==> src/rtl/core/cer_pkg.sv <==
// ----------------------------------------------------------------------------
// cer_pkg
// Types, constants and the ordering function of the complex eigenvalue
// sorter.
// ----------------------------------------------------------------------------
package cer_pkg;

  localparam int MAX_COUNT  = 64;
  localparam int VALUE_BITS = 24;
  localparam int IDX_BITS   = 6;
  localparam int COUNT_BITS = $clog2(MAX_COUNT + 1);
  localparam int KEY_BITS   = 2 * VALUE_BITS + 1;
  localparam int KEY_LAT    = 2;
  localparam int RING_LEN   = MAX_COUNT + KEY_LAT;
  localparam int CYC_BITS   = $clog2(RING_LEN);

  localparam logic [1:0] CFG_SHIFT_ENABLE = 2'd0;
  localparam logic [1:0] CFG_SHIFT_REAL   = 2'd1;
  localparam logic [1:0] CFG_SHIFT_IMAG   = 2'd2;

  typedef struct packed {
    logic signed [VALUE_BITS-1:0] value_real;
    logic signed [VALUE_BITS-1:0] value_imag;
    logic                         last_in;
  } in_item_t;

  typedef struct packed {
    logic signed [VALUE_BITS-1:0] sorted_real;
    logic signed [VALUE_BITS-1:0] sorted_imag;
    logic [IDX_BITS-1:0]          original_index;
    logic                         dropped_flag;
    logic                         last_out;
  } out_item_t;

  // one stored value with its sort keys
  typedef struct packed {
    logic signed [VALUE_BITS-1:0] re;
    logic signed [VALUE_BITS-1:0] im;
    logic [IDX_BITS-1:0]          index;
    logic [KEY_BITS-1:0]          dkey;
    logic [KEY_BITS-1:0]          mkey;
  } entry_t;

  typedef struct packed {
    logic                         enable;
    logic signed [VALUE_BITS-1:0] re;
    logic signed [VALUE_BITS-1:0] im;
  } shift_cfg_t;

  typedef enum logic [1:0] {
    CELL_HOLD,
    CELL_SHIFT,
    CELL_SORT
  } cell_mode_t;

  typedef struct packed {
    cell_mode_t mode;
    logic       lead;
  } cell_ctrl_t;

  typedef enum logic [1:0] {
    ST_LOAD,
    ST_KEYS,
    ST_SORT,
    ST_OUT
  } state_t;

  // true if a must come out strictly before b; empty slots go last
  function automatic logic entry_before(input logic av, input entry_t a,
                                        input logic bv, input entry_t b);
    logic r;
    if (!av) begin
      r = 1'b0;
    end else if (!bv) begin
      r = 1'b1;
    end else if (a.dkey != b.dkey) begin
      r = a.dkey < b.dkey;
    end else if (a.re != b.re) begin
      r = a.re < b.re;
    end else if (a.mkey != b.mkey) begin
      r = a.mkey < b.mkey;
    end else begin
      r = a.index < b.index;
    end
    return r;
  endfunction

endpackage

==> src/rtl/core/cer_cell.sv <==
// ----------------------------------------------------------------------------
// cer_cell
// One slot of the sort chain: holds, shifts from its left neighbor, or takes
// part in an odd-even exchange with a neighbor.
// ----------------------------------------------------------------------------
module cer_cell
  import cer_pkg::*;
(
  input  logic       clk,
  input  logic       rst,
  input  cell_ctrl_t ctrl,
  input  logic       prev_vld,
  input  entry_t     prev,
  input  logic       next_vld,
  input  entry_t     next,
  input  logic       swap_in,
  output logic       swap_out,
  output logic       vld,
  output entry_t     entry
);

  logic   vld_next;
  entry_t entry_next;

  // the tail side holds the earlier item, so a leading cell hands its item on
  // when it must come out before its right neighbor
  assign swap_out = (ctrl.mode == CELL_SORT) && ctrl.lead &&
                    entry_before(vld, entry, next_vld, next);

  always_comb begin
    vld_next   = vld;
    entry_next = entry;
    unique case (ctrl.mode)
      CELL_HOLD: begin
        vld_next   = vld;
        entry_next = entry;
      end
      CELL_SHIFT: begin
        vld_next   = prev_vld;
        entry_next = prev;
      end
      CELL_SORT: begin
        if (swap_out) begin
          vld_next   = next_vld;
          entry_next = next;
        end else if (swap_in) begin
          vld_next   = prev_vld;
          entry_next = prev;
        end
      end
      default: begin
        vld_next   = vld;
        entry_next = entry;
      end
    endcase
  end

  always_ff @(posedge clk) begin
    if (rst) begin
      vld <= 1'b0;
    end else begin
      vld <= vld_next;
    end
  end

  always_ff @(posedge clk) begin
    entry <= entry_next;
  end

endmodule

==> config.mk <==
export PLATFORM = sky130hd
export DESIGN_NAME = cer_cell
export DESIGN_NICKNAME = d
export VERILOG_FILES = /design/src/rtl/core/cer_pkg.sv /design/src/rtl/core/cer_cell.sv
export SDC_FILE = /design/constraint.sdc
export NUM_CORES = 1
export LEC_CHECK = 0
export BUFFER_PORTS_ARGS = -buffer_cell sky130_fd_sc_hd__buf_2
export CAP_MARGIN = 20
export CELL_PAD_IN_SITES_DETAIL_PLACEMENT = 0
export CELL_PAD_IN_SITES_GLOBAL_PLACEMENT = 1
export CORE_AREA = 8 8 210 212
export DETAILED_ROUTE_END_ITERATION = 6
export DIE_AREA = 0 0 218 220
export GPL_TIMING_DRIVEN = 1
export PLACE_DENSITY_LB_ADDON = 0.1
export SLEW_MARGIN = 15
export SYNTH_ARGS = -nofsm -noshare
export SYNTH_HDL_FRONTEND = slang
export SYNTH_SLANG_ARGS = --single-unit
==> constraint.sdc <==
create_clock -name clk -period 5 [get_ports clk]
set_input_delay 1 -clock clk [delete_from_list [all_inputs] [get_ports clk]]
set_output_delay 1 -clock clk [all_outputs]
set_load 0.02 [all_outputs]
==> flow_summary.yaml <==
sta:
  slew_viol_final: 0
  setup-violations-final: 0
  fmax_mhz: 211
  worstMarginPinSlew_ps: 601
  fin_ws_ps: 255
  hold_violations: 0
  rsz0062_at_grt: "no"
  maxSlewHeadroom_pct: 58.9
  skew_ps: 11.6
  finalCriticalPeriod_ps: 4740
  period_share_pct: 94.9
placement:
  numPortBuffers: 465
  dpl.hpwl_mm: 31.1
  dp_slack_ps: -178
  gp_congestion: 0.778
global_routing:
  grt_max_degree: 65
  grt_overflow_total: 0
  grt_pass1_wl_mm: 53.9
  track_usage_pct: 15.0
  use_met3_pct: 5.18
  grt.busiest_layer: "met2"
  grt_use_met2_pct: 25.7
  antenna_found_initial: 9
  grtUsageMet1_pct: 17.5
  grt_pass1_vias: 8884
clock_network:
  htree_levels: 4
  cts_root_buffer: "clkbuf_16"
  clk_latency_ps: 440
  holdBufCountCts: 0
  cts_tree: "done"
  cts_buffer_depth: 2
  cts_buffers: 17
  path_clk_slew_ps: 60
  clock-sinks: 153
final_layout:
  area_growth_pct: 34.8
  drive_gt1_share_pct: 51.9
  finalNetCount: 1706
  post-route-util_pct: 33.5
yosys:
  synth_edf_count: 152
  synth_compound_area_share_pct: 6.78
  synth.mux.area_fraction_pct: 19.3
  synth_seq_cells: 153
  synth_fp_nets: 1227
  synth_top_family_by_area: "multiplexers"
  yosys.cell_count.top_type: "edfxtp_1"
  synth_warnings: 0
  yosys.area_share.adder_pct: 15.8
  syn_area_per_cell_um2: 12.8
  netlist_instances: 788
  synth_flop_cell: "edfxtp_1"
  syn_area_um2: 10100
  synth_xor_area_share_pct: 0
  synthTopCellsByCount: "152 x edfxtp_1, 129 x inv_1, 127 x ha_1, 92 x mux2_2, 60 x mux2_4"
  async_reset_ff_share_pct: 0
  synth_area_leaders: "edfxtp_1 45%, ha_1 16%, mux2_2 10%"
  synth_simple_gate_area_share_pct: 5.55
  synth_top_area_share_pct: 45.4
  synth_top_area_cell: "edfxtp_1"
  synth_cell_type_count: 50
  ys_seq_area_share_pct: 45.6
routing:
  dr.pass1.iters: 4
  drtIter0Drc: 302
  vias_per_cell: 4.36
  remaining_drc_errors: 0
  vias: 7915
  wl_mm: 36.7
  ant_nets: 0
  drt-wirelength-per-cell_um: 20.2
die:
  die_y_um: 220
  num_rows: 74
  die-area_um2: 48000
  io-pin-count: 466
  core_um2: 40600
  start_util_pct: 24.8
  die_w_um: 218
run_status:
  outcome: "finished clean"
min_path:
  hp-class: "flop to flop"
power_and_ir_drop:
  irDropWorstVdd_v: 0.000223
  power_density_nw_per_um2: 268
  p_leak_nw: 6.42
setup_path:
  cp-start-kind: "input pin"
  cp-end-kind: "primary output"
  worstPathRequired_ps: 4000
  worstPathMaxFanout: 4
  critical_path_class: "input pin to primary output"
  arrival_ps: 3740
flow_run:
  drv_cap: 0
## area by class of cell
type / instances / area (um2)
fillers: 4217 / 27000
multi-input cells: 489 / 4790
flip-flops and latches: 153 / 4580
repair buffers: 477 / 2480
well taps: 532 / 666
inverters: 129 / 484
clock buffers: 17 / 425
clock inverters: 15 / 126
diodes: 4 / 10.0
## path summary, 6_finish.rpt
| check | slack (ps) | endpoint | from | depth (start not counted) |
|---|---|---|---|---|
| worst min-delay path | 710 | vld | vld | 2 |
| worst max-delay path | 260 | swap_out | next[31] | 11 |
| worst min register to register | 710 | vld | vld | 2 |
| worst max register to register | 970 | entry[67] | entry[8] | 11 |
## kinds of logic after synthesis
| kind of cell | Yosys count |
|---|---|
| and+or+nand+nor | 101 |
| adders and majority gates | 127 |
| DFF | 153 |
| buffers and inverters | 146 |
| muxes | 153 |
| AOI/OAI and AO/OA | 108 |
## stage by stage
stage	instances	power, mW	cell area (um2)	hold slack [ps]	TNS (ps)
floorplan	788	2.05	10100	673	0
detailed placement	1780	2.42	13000	697	-19500
CTS	1812	3.73	13600	696	0
global route	1814	3.85	13600	712	0
global placement	1780	2.42	13000	698	-26300
finish	1816	3.64	13600	708	0
## repair_timing
action	4_1_cts	5_1_grt
resized for setup	1	0
setup endpoints to repair	1	0
buffers inserted	0	0
## critical path, stage by stage
cell      delay, ps
buf_2           100
inv_1            40
ha_1            310
nand4_1         200
nor4_1          510
nand4_1         250
a21oi_1         390
nor4_2          150
a211oi_2        450
o21ai_4         130
buf_2           200
## layout by cell type, fill, tap and decap left out, types with 3 or more instances in the layout
cell type / n
clkinvlp_4: 6
buf_4: 7
nand3_1: 16
buf_12: 5
nor2_1: 13
mux2_4: 60
ha_1: 127
edfxtp_1: 152
clkbuf_16: 17
diode_2: 4
clkinv_1: 3
inv_1: 129
nor4_1: 5
mux2_2: 92
o211ai_1: 7
o21ai_0: 12
o31ai_1: 3
nand2_1: 22
nand4_1: 22
and4_1: 4
a211oi_1: 7
buf_2: 465
a21oi_1: 49
a221oi_1: 3
a21o_1: 9
a2111oi_0: 3
inv_6: 3
## routing by layer
layer | share of wire (%) | routed length (um) | vias to the layer above
met4 | 0.99 | 363 | 12
met3 | 7.6 | 2770 | 28
met5 | 0.20 | 75 | -
met1 | 41 | 15200 | 3707
li1 | - | - | 3897
met2 | 50 | 18400 | 271
## registers in the layout, summed over array words and instances (netlist names)
| register | count |
|---|---|
| entry | 152 |
| vld | 1 |
## report_power, final
part / internal (mW) / leakage [nW] / switching, mW / total (mW)
sequential: 1.53 / 1.49 / 0.0569 / 1.59
clock: 0.683 / 0.251 / 0.584 / 1.27
combinational: 0.344 / 4.68 / 0.443 / 0.788
total: 2.56 / 6.42 / 1.08 / 3.64
(Power assumes the default switching activity.)
